==> src/rtl/crcc_pkg.sv <==
// Package for the CRC codeword stream checker.
// Holds the configuration and result types, register indexes and fixed widths.
// No dependencies; every other file of the block imports it.
`default_nettype none

package crcc_pkg;

    // Fixed field widths.
    localparam int BYTE_W      = 8;
    localparam int GEN_BITS_W  = 9;
    localparam int GEN_LEN_W   = 4;
    localparam int TOTAL_W     = 24;
    localparam int CFG_INDEX_W = 2;
    localparam int CFG_DATA_W  = 9;

    // Dataword sizes selected by the wide register.
    localparam logic [3:0] DSIZE_NARROW = 4'd4;
    localparam logic [3:0] DSIZE_WIDE   = 4'd8;

    // Result queue depth and pointer width.
    localparam int QUEUE_DEPTH = 4;
    localparam int QUEUE_PW    = $clog2(QUEUE_DEPTH);
    localparam int QUEUE_CW    = $clog2(QUEUE_DEPTH + 1);

    // Configuration register indexes.
    localparam logic [CFG_INDEX_W-1:0] CFG_GEN_BITS = 2'd0;
    localparam logic [CFG_INDEX_W-1:0] CFG_GEN_LEN  = 2'd1;
    localparam logic [CFG_INDEX_W-1:0] CFG_WIDE     = 2'd2;

    // Configuration reset values.
    localparam logic [GEN_BITS_W-1:0] GEN_BITS_RESET = 9'd11;
    localparam logic [GEN_LEN_W-1:0]  GEN_LEN_RESET  = 4'd4;
    localparam logic                  WIDE_RESET     = 1'b1;

    // Result kinds.
    localparam logic KIND_DATA    = 1'b0;
    localparam logic KIND_SUMMARY = 1'b1;

    typedef struct packed {
        logic [GEN_BITS_W-1:0] gen_bits;
        logic [GEN_LEN_W-1:0]  gen_len;
        logic                  wide;
    } t_cfg;

    typedef struct packed {
        logic               kind;
        logic [BYTE_W-1:0]  dbyte;
        logic [TOTAL_W-1:0] cw_total;
        logic [TOTAL_W-1:0] er_total;
        logic               run_end;
    } t_result;

endpackage

`default_nettype wire

==> src/rtl/crcc_core.sv <==
// Input register and single-pass byte datapath of the CRC codeword stream checker:
// padding skip, eight unrolled division steps, dataword packing and saturating counts.
// Depends on crcc_pkg for t_cfg, t_result and the fixed widths.
`default_nettype none

module crcc_core #(
    parameter int MAX_GENERATOR_LENGTH = 9,
    parameter int COUNTER_WIDTH        = 24
) (
    input  wire logic                        i_clk,
    input  wire logic                        i_rst_n,
    input  wire crcc_pkg::t_cfg              i_cfg,
    input  wire logic                        i_in_valid,
    output logic                             o_in_ready,
    input  wire logic [crcc_pkg::BYTE_W-1:0] i_stream_byte,
    input  wire logic                        i_final_byte,
    input  wire logic                        i_room,
    output logic [1:0]                       o_push_n,
    output crcc_pkg::t_result                o_res0,
    output crcc_pkg::t_result                o_res1
);
    import crcc_pkg::*;

    localparam int MGL = MAX_GENERATOR_LENGTH;
    localparam int LW  = $clog2(MGL + 1);
    localparam int CBW = $clog2(MGL + 8);
    localparam int CW  = COUNTER_WIDTH;

    // Input register.
    logic              r_in_valid;
    logic [BYTE_W-1:0] r_byte;
    logic              r_fin;

    // Stream state.
    logic              r_header;
    logic [7:0]        r_skip;
    logic [MGL-1:0]    r_win;
    logic [CBW-1:0]    r_cnt;
    logic [7:0]        r_hold;
    logic [7:0]        r_pack;
    logic [3:0]        r_pcnt;
    logic [CW-1:0]     r_cw;
    logic [CW-1:0]     r_er;

    logic              n_header;
    logic [7:0]        n_skip;
    logic [MGL-1:0]    n_win;
    logic [CBW-1:0]    n_cnt;
    logic [7:0]        n_hold;
    logic [7:0]        n_pack;
    logic [3:0]        n_pcnt;
    logic [CW-1:0]     n_cw;
    logic [CW-1:0]     n_er;

    logic              fire;
    logic [LW-1:0]     len;
    logic [MGL-1:0]    m;
    logic [MGL-1:0]    topbit;
    logic [MGL-1:0]    genm;
    logic [3:0]        dsize;
    logic [CBW-1:0]    len_m1;
    logic [CBW-1:0]    clen_m1;
    logic [1:0]        cw_inc;
    logic [1:0]        er_inc;
    logic              made;
    logic [7:0]        dbyte;
    logic [CW:0]       cw_sum;
    logic [CW:0]       er_sum;
    logic [1:0]        push_n;
    t_result           res0;
    t_result           res1;

    // An item is taken when the stage is empty or its item moves on this cycle.
    assign fire       = r_in_valid & i_room;
    assign o_in_ready = !r_in_valid || i_room;

    always_ff @(posedge i_clk) begin
        if (!i_rst_n) begin
            r_in_valid <= 1'b0;
        end else if (i_in_valid && o_in_ready) begin
            r_in_valid <= 1'b1;
        end else if (fire) begin
            r_in_valid <= 1'b0;
        end
    end

    always_ff @(posedge i_clk) begin
        if (i_in_valid && o_in_ready) begin
            r_byte <= i_stream_byte;
            r_fin  <= i_final_byte;
        end
    end

    // Generator length clamped to 1..MAX_GENERATOR_LENGTH, window masks and codeword size.
    always_comb begin
        if (i_cfg.gen_len == '0) begin
            len = LW'(1);
        end else if (32'(i_cfg.gen_len) > 32'(MGL)) begin
            len = LW'(MGL);
        end else begin
            len = LW'(i_cfg.gen_len);
        end
        for (int k = 0; k < MGL; k++) begin
            m[k] = (k < 32'(len));
        end
        topbit  = m ^ (m >> 1);
        genm    = MGL'(i_cfg.gen_bits) & m;
        dsize   = i_cfg.wide ? DSIZE_WIDE : DSIZE_NARROW;
        len_m1  = CBW'(len) - CBW'(1);
        clen_m1 = CBW'(dsize) + len_m1 - CBW'(1);
    end

    // One pass over the eight bits of the byte, most significant first.
    always_comb begin
        logic [MGL-1:0] win;
        logic [CBW-1:0] cnt;
        logic [7:0]     hold;
        logic [15:0]    pack;
        logic [3:0]     pcnt;
        logic [7:0]     skip;
        logic           b;

        win    = r_win;
        cnt    = r_cnt;
        hold   = r_hold;
        pack   = {8'd0, r_pack};
        pcnt   = r_pcnt;
        skip   = r_skip;
        b      = 1'b0;
        cw_inc = 2'd0;
        er_inc = 2'd0;
        made   = 1'b0;
        dbyte  = 8'd0;

        for (int i = 7; i >= 0; i--) begin
            b = r_byte[i];
            if (skip != 8'd0) begin
                skip = skip - 8'd1;
            end else begin
                // Shift the bit into the window and subtract the generator.
                win = ((win << 1) | MGL'(b)) & m;
                if (cnt >= len_m1 && (win & topbit) != '0) begin
                    win = win ^ genm;
                end
                if (cnt < CBW'(dsize)) begin
                    hold = {hold[6:0], b};
                end
                // Codeword complete: count it and pack its dataword.
                if (cnt >= clen_m1) begin
                    cw_inc = cw_inc + 2'd1;
                    if ((win & (m >> 1)) != '0) begin
                        er_inc = er_inc + 2'd1;
                    end
                    if (i_cfg.wide) begin
                        pack = {pack[7:0], hold};
                    end else begin
                        pack = {pack[11:0], hold[3:0]};
                    end
                    pcnt = pcnt + dsize;
                    if (pcnt >= 4'd8) begin
                        pcnt = pcnt - 4'd8;
                        if (!made) begin
                            dbyte = 8'(pack >> pcnt);
                            made  = 1'b1;
                        end
                    end
                    pack = pack & ((16'd1 << pcnt) - 16'd1);
                    win  = '0;
                    cnt  = '0;
                    hold = 8'd0;
                end else begin
                    cnt = cnt + CBW'(1);
                end
            end
        end

        n_win  = win;
        n_cnt  = cnt;
        n_hold = hold;
        n_pack = pack[7:0];
        n_pcnt = pcnt;
        n_skip = skip;
    end

    // Saturating counter sums; at most two codewords end within one byte.
    assign cw_sum = {1'b0, r_cw} + (CW+1)'(cw_inc);
    assign er_sum = {1'b0, r_er} + (CW+1)'(er_inc);

    // Next state and the results of this byte.
    always_comb begin
        logic [CW-1:0] cw_next;
        logic [CW-1:0] er_next;
        logic          data_ok;

        cw_next  = cw_sum[CW] ? '1 : cw_sum[CW-1:0];
        er_next  = er_sum[CW] ? '1 : er_sum[CW-1:0];
        data_ok  = r_header && made;

        n_header = 1'b1;
        n_cw     = r_cw;
        n_er     = r_er;
        if (r_header) begin
            n_cw = cw_next;
            n_er = er_next;
        end

        res0          = '0;
        res1          = '0;
        res0.kind     = KIND_DATA;
        res0.dbyte    = dbyte;
        res1.kind     = KIND_SUMMARY;
        res1.cw_total = TOTAL_W'(n_cw);
        res1.er_total = TOTAL_W'(n_er);

        if (data_ok && r_fin) begin
            push_n       = 2'd2;
            res1.run_end = 1'b1;
        end else if (data_ok) begin
            push_n       = 2'd1;
            res0.run_end = 1'b1;
        end else if (r_fin) begin
            push_n       = 2'd1;
            res0         = res1;
            res0.run_end = 1'b1;
        end else begin
            push_n = 2'd0;
        end
    end

    assign o_push_n = fire ? push_n : 2'd0;
    assign o_res0   = res0;
    assign o_res1   = res1;

    // State update; the padding byte loads the skip count and sets the header flag, the final byte clears all.
    always_ff @(posedge i_clk) begin
        if (!i_rst_n) begin
            r_header <= 1'b0;
            r_skip   <= 8'd0;
            r_win    <= '0;
            r_cnt    <= '0;
            r_hold   <= 8'd0;
            r_pack   <= 8'd0;
            r_pcnt   <= 4'd0;
            r_cw     <= '0;
            r_er     <= '0;
        end else if (fire) begin
            if (r_fin) begin
                r_header <= 1'b0;
                r_skip   <= 8'd0;
                r_win    <= '0;
                r_cnt    <= '0;
                r_hold   <= 8'd0;
                r_pack   <= 8'd0;
                r_pcnt   <= 4'd0;
                r_cw     <= '0;
                r_er     <= '0;
            end else if (!r_header) begin
                r_header <= n_header;
                r_skip   <= r_byte;
            end else begin
                r_skip   <= n_skip;
                r_win    <= n_win;
                r_cnt    <= n_cnt;
                r_hold   <= n_hold;
                r_pack   <= n_pack;
                r_pcnt   <= n_pcnt;
                r_cw     <= n_cw;
                r_er     <= n_er;
            end
        end
    end

endmodule

`default_nettype wire

==> config.mk <==
export PLATFORM = sky130hd
export DESIGN_NAME = crcc_core
export DESIGN_NICKNAME = d
export VERILOG_FILES = /design/src/rtl/crcc_pkg.sv /design/src/rtl/crcc_core.sv
export SDC_FILE = /design/constraint.sdc
export NUM_CORES = 1
export LEC_CHECK = 0
export BUFFER_PORTS_ARGS = -buffer_cell sky130_fd_sc_hd__buf_2
export CORE_ASPECT_RATIO = 0.8
export CORE_UTILIZATION = 35
export CTS_BUF_LIST = sky130_fd_sc_hd__clkbuf_8
export DETAILED_ROUTE_END_ITERATION = 16
export PLACE_DENSITY = 0.49
export SLEW_MARGIN = 30
export SYNTH_ARGS = -nofsm -noshare
export SYNTH_HDL_FRONTEND = slang
export SYNTH_SLANG_ARGS = --single-unit
==> constraint.sdc <==
create_clock -name i_clk -period 36.1 [get_ports i_clk]
set_input_delay 3.61 -clock i_clk [delete_from_list [all_inputs] [get_ports i_clk]]
set_output_delay 3.61 -clock i_clk [all_outputs]
set_load 0.02 [all_outputs]
## Word level (Yosys, flattened, before mapping)

Cells that the tools add are included.
W data, S select, Z words.

| storage, ports and cells | value |
|---|---|
| register bits | 100 |
| latch bits | 0 |
| bits in writable memories | 0 |
| ROM bits | 0 |
| bits of input ports | 27 |
| output and inout port bits | 119 |
| logic and storage cells | 515 |
| memories kept | 0 |

| cells by class | value |
|---|---|
| add/subtract/negate cells | 59 |
| multiply operators | 0 |
| divide/modulo/power cells | 0 |
| $lt $le $gt $ge | 42 |
| eq/ne operators | 0 |
| shifts and indexed selects | 16 |
| muxes and demuxes | 294 |
| bitwise gates (word level) | 51 |
| reductions and logical operators | 41 |

Operator list:

| kind | number |
|---|---|
| $mux W8 | 93 |
| $mux W16 | 24 |
| $mux W24 | 8 |
| $mux W4 | 45 |
| $mux W12 | 14 |
| $and A9 B9 Y9 | 17 |
| $mux W9 | 16 |
| $reduce_bool A9 Y1 | 16 |
| $shr A16 B4 Y8 | 8 |
| $mux W58 | 2 |
| $mux W5 | 18 |
| $and A12 B12 Y12 | 7 |
| $shl A1 B4 Y12 const A | 7 |
| $sub A12 B1 Y12 const B | 7 |
| $ge A5 B5 Y1 | 16 |
| $mux W2 | 39 |
| $and A9 B8 Y9 | 8 |
| $or A9 B1 Y9 | 8 |
| $sub A8 B1 Y8 const B | 9 |
| $xor A9 B9 Y9 | 8 |
| $reduce_bool A8 Y1 | 8 |
| $mux W57 | 1 |
| $add A24 B2 Y25 | 2 |
| $add A5 B1 Y5 const B | 8 |
| 24 further kinds | 114 |

## Logic depth before layout (Yosys ltp)

| logic depth | value |
|---|---|
| depth after elaboration | 84 |
| depth in mapped cells | 103 |

## Worst setup path after synthesis

Ideal clock, no wire load.

| path | value |
|---|---|
| path type | input to output |
| from | input i_cfg[0] (netlist name) |
| to | output o_res0[10] (netlist name) |
| arrival time | 22636 ps |
| required time | 32490 ps |
| setup slack | 9854 ps |
| stages | 98 |
| cells stage by stage | clkbuf_1 -> buf_1 -> clkbuf_1 -> buf_1 -> clkbuf_1 -> clkbuf_1 -> clkbuf_1 -> clkbuf_1 -> buf_1 -> xnor2_1 -> ha_1 -> a21o_1 -> a21oi_1 -> xor2_1 -> ha_1 -> a21o_1 -> or3_1 -> o21ai_1 -> (+62 left out) -> nand2_1 -> o21bai_1 -> a21oi_1 -> nor3_1 -> o41ai_1 -> a221o_1 -> or4_1 -> a2111o_1 -> o21ai_1 -> xnor2_1 -> ha_1 -> fa_1 -> nand3_1 -> nor2_1 -> nand2_1 -> clkbuf_1 -> clkbuf_1 -> a21oi_1 |

RTL lines:

| element | RTL line | RTL |
|---|---|---|
| from (decl) | crcc_core.sv:12 | `input wire crcc_pkg::t_cfg i_cfg,` |
| to (decl) | crcc_core.sv:19 | `output crcc_pkg::t_result o_res0,` |

==> impl_metrics.py <==
metrics = {
    "placement": {
        "pre_cts_ws_ns": 5.37,
        "gp_congestion": 1.01,
        "dp_hpwl_microns": 80100,
        "numPortBuffers": 135,
        "postPlaceCellArea_sq_um": 23700,
    },
    "final_layout": {
        "final_cell_area_sq_um": 23900,
        "final_nets": 3508,
        "area_growth_pct": 7.35,
        "drive_gt1_frac": 0.110,
    },
    "logic_synthesis": {
        "synthSimpleGateAreaFrac": 0.287,
        "synthDistinctLibCells": 133,
        "yosys-mux-area-fraction": 0.0583,
        "async_flop_share": 0,
        "synth.avg_cell_area_sq_um": 6.81,
        "synthAdderAreaFrac": 0.0951,
        "synth-seq-cells": 98,
        "synth_ff_type": "dfxtp_1",
        "synth_area_sq_um": 22300,
        "synth_top_family_by_area": "compound AO/OA/AOI/OAI gates",
        "yosys.area.top_type": "ha_1",
        "synth_top_cell_area_share": 0.0910,
        "synth_xor_area_frac": 0.0723,
        "synth_edf_count": 9,
        "synth.most_common_cell": "nand2_1",
        "synth_cells": 3269,
        "synth_warnings": 0,
        "yosysSeqAreaShare": 0.0922,
        "synthTopCellsByCount": "nand2_1 (391), nor2_1 (297), a21oi_1 (253)",
        "synth-compound-area-share": 0.329,
        "synth_area_leaders": "ha_1 (9.1%), dfxtp_1 (8.0%), nand2_1 (6.6%)",
    },
    "timing": {
        "clock_skew_ns": 0.0122,
        "period_needed_ns": 31.42,
        "finalWorstSetupSlack_ns": 4.68,
        "worst_pin_slew_ns": 0.969,
        "clock.fmax_ghz": 0.0318,
        "final-setup-viol-count": 0,
        "drv_slew": 0,
        "slew_headroom": 0.352,
        "tns_ns": 0,
        "final_hold_viol_count": 0,
        "rsz0062_at_grt": "false",
        "layout_worst_path_cycle_share": 0.870,
    },
    "clock_tree": {
        "cts_tree": "done",
        "clkSinkCount": 98,
        "cts.repair.resized": 0,
        "hold_buffers": 0,
        "clk_path_buf_depth": 2,
        "clk_pin_slew_ns": 0.10,
        "cts_buffers": 9,
        "cts_root_buf": "clkbuf_8",
        "post_cts_buffers": 0,
        "h-tree-depth": 3,
        "clk_latency_ns": 0.39,
    },
    "die": {
        "start_util": 0.355,
        "core_sq_um": 62800,
        "ioPinCount": 146,
        "fp.dieW_microns": 284,
        "dieArea_sq_um": 64600,
        "rows": 82,
        "die_h_microns": 228,
    },
    "power": {
        "clockPowerShare": 0.059,
        "peakVddDrop_v": 0.0000739,
        "power_frac_comb": 0.842,
        "p_switching_w": 0.000689,
        "pwr-share-seq": 0.099,
        "leakage_nw": 9.62,
        "p_per_area_nw_per_um2": 48.5,
        "p_int_w": 0.000471,
        "p_sw_frac": 0.594,
    },
    "min_path": {
        "hp-start": "r_win[7]",
        "hold_path.class": "reg2reg",
        "hold_depth": 2,
        "worst_hold_path.endpoint": "r_win[7]",
    },
    "setup_path": {
        "crit_fanout": 36,
        "r2r_cells": 82,
        "timing.rr.start": "r_skip[0]",
        "slowest_delay_ns": 0.76,
        "start_kind": "input port",
        "crit_arrival_ns": 27.81,
        "cp_data_required_time_ns": 32.49,
        "reg2reg_to": "r_er[23]",
        "slowest_stage": "nor2_1",
        "path_common_cell": "a21oi_1",
        "r2r_slack_ns": 13.36,
        "path_class": "in2out",
        "endpoint_kind": "primary output",
    },
    "global_route": {
        "grt_max_degree": 91,
        "grt_usage": 0.307,
        "overflow": 0,
        "antenna_found_initial": 0,
        "grt_pass1_wl_microns": 153000,
        "grt_pass1_vias": 23500,
    },
    "detailed_routing": {
        "drc_errors": 0,
        "drt_first_pass_iters": 8,
        "met1_length_microns": 48800,
        "routed.top_layer": "met4",
        "vias": 26400,
        "viasPerCell": 6.34,
        "dr_wl_met3_microns": 11200,
        "ant_nets": 0,
        "dr_wl_met2_microns": 42000,
        "post_drt_wl_per_cell_microns": 25.1,
        "routed_wl_microns": 104000,
        "drt_iter0_drc": 3555,
    },
    "flow_run": {
        "drv_cap": 0,
    },
    "outcome": {
        "status": "finished clean",
    },
}
how the worst max path moves through the flow:
stage | depth (start not counted) | slack, ns | to | from
2_1_floorplan | 98 | 9.85 | o_res0[10] | i_cfg[0]
3_3_place_gp | 90 | 5.25 | o_res1[24] | i_cfg[4]
3_5_place_dp | 94 | 5.37 | o_res1[24] | i_cfg[4]
4_1_cts | 94 | 5.32 | o_res1[24] | i_cfg[4]
5_1_grt | 93 | 3.48 | o_res0[13] | i_cfg[4]
6_report | 94 | 4.68 | o_res1[24] | i_cfg[4]
critical path: cells and delay by family:
kind / cells / cell delay (ns)
AND/OR/NAND/NOR: 33 / 9.04
adder cells (fa/ha/maj): 11 / 3.74
AO/OA/AOI/OAI: 36 / 8.82
buffers and inverters: 12 / 1.77
XOR/XNOR: 2 / 0.74
kinds of logic (layout without fill, tap and decap cells):
group / after synthesis / after routing
buffers and inverters: 321 / 319
muxes: 122 / 122
and+or+nand+nor: 1305 / 1305
xor gates and xnor gates: 183 / 183
other: 2 / 57
DFF: 98 / 98
adders and majority gates: 168 / 168
AOI/OAI and AO/OA: 1070 / 1070
layout by cell type (no fill, tap or decap), types with 89 or more instances in the layout:
| cell type | n |
|---|---|
| nor2b_1 | 99 |
| inv_1 | 93 |
| nand2_1 | 389 |
| buf_2 | 135 |
| a22oi_1 | 104 |
| nand3_1 | 111 |
| o21ai_0 | 202 |
| ha_1 | 162 |
| dfxtp_1 | 89 |
| xnor2_1 | 110 |
| nor3_1 | 97 |
| nor2_1 | 294 |
| a21oi_1 | 251 |
state kept, by name (all words and copies together) (netlist names):
| signal | cells |
|---|---|
| r_cw | 24 |
| r_in_valid | 1 |
| r_er | 24 |
| r_header | 1 |
| r_cnt | 5 |
| r_pack | 8 |
| r_win | 8 |
| r_byte | 8 |
| r_pcnt | 2 |
| r_hold | 8 |
| r_fin | 1 |
| r_skip | 8 |
metal layers:
layer	vias up	GRT usage
met5	-	0
met4	0	0.0690
met3	147	0.0533
met2	1412	0.443
met1	12700	0.466
li1	12100	-
layout make-up:
class / instances / area [sq um]
Timing Repair Buffer: 207 / 1220
Inverter: 96 / 360
Multi-Input combinational cell: 2904 / 19000
Tap cell: 840 / 1050
Antenna cell: 1 / 2.50
Sequential cell: 98 / 2050
Fill cell: 6773 / 38900
Clock buffer: 9 / 124
Clock inverter: 7 / 51.3
power by group through the flow:
stage | Clock, W | Sequential [W] | Combinational (W)
after global routing | 0.0000746 | 0.000115 | 0.00108
after floorplan | 0 | 0.000114 | 0.000709
after CTS | 0.0000715 | 0.000114 | 0.000944
after detailed placement | 0 | 0.000117 | 0.000937
after global placement | 0 | 0.000117 | 0.000922
final | 0.0000687 | 0.000114 | 0.000977
per-stage QoR:
step / total power, W / std cells / util / hold slack, ns
floorplan: 0.000824 / 3323 / - / 0.448
global placement: 0.00104 / 4144 / 0.377 / 0.494
detailed placement: 0.00105 / 4144 / 0.377 / 0.494
CTS: 0.00113 / 4160 / 0.380 / 0.508
global route: 0.00126 / 4161 / 0.381 / 0.529
finish: 0.00116 / 4162 / 0.381 / 0.515
(Power assumes the default switching activity.)
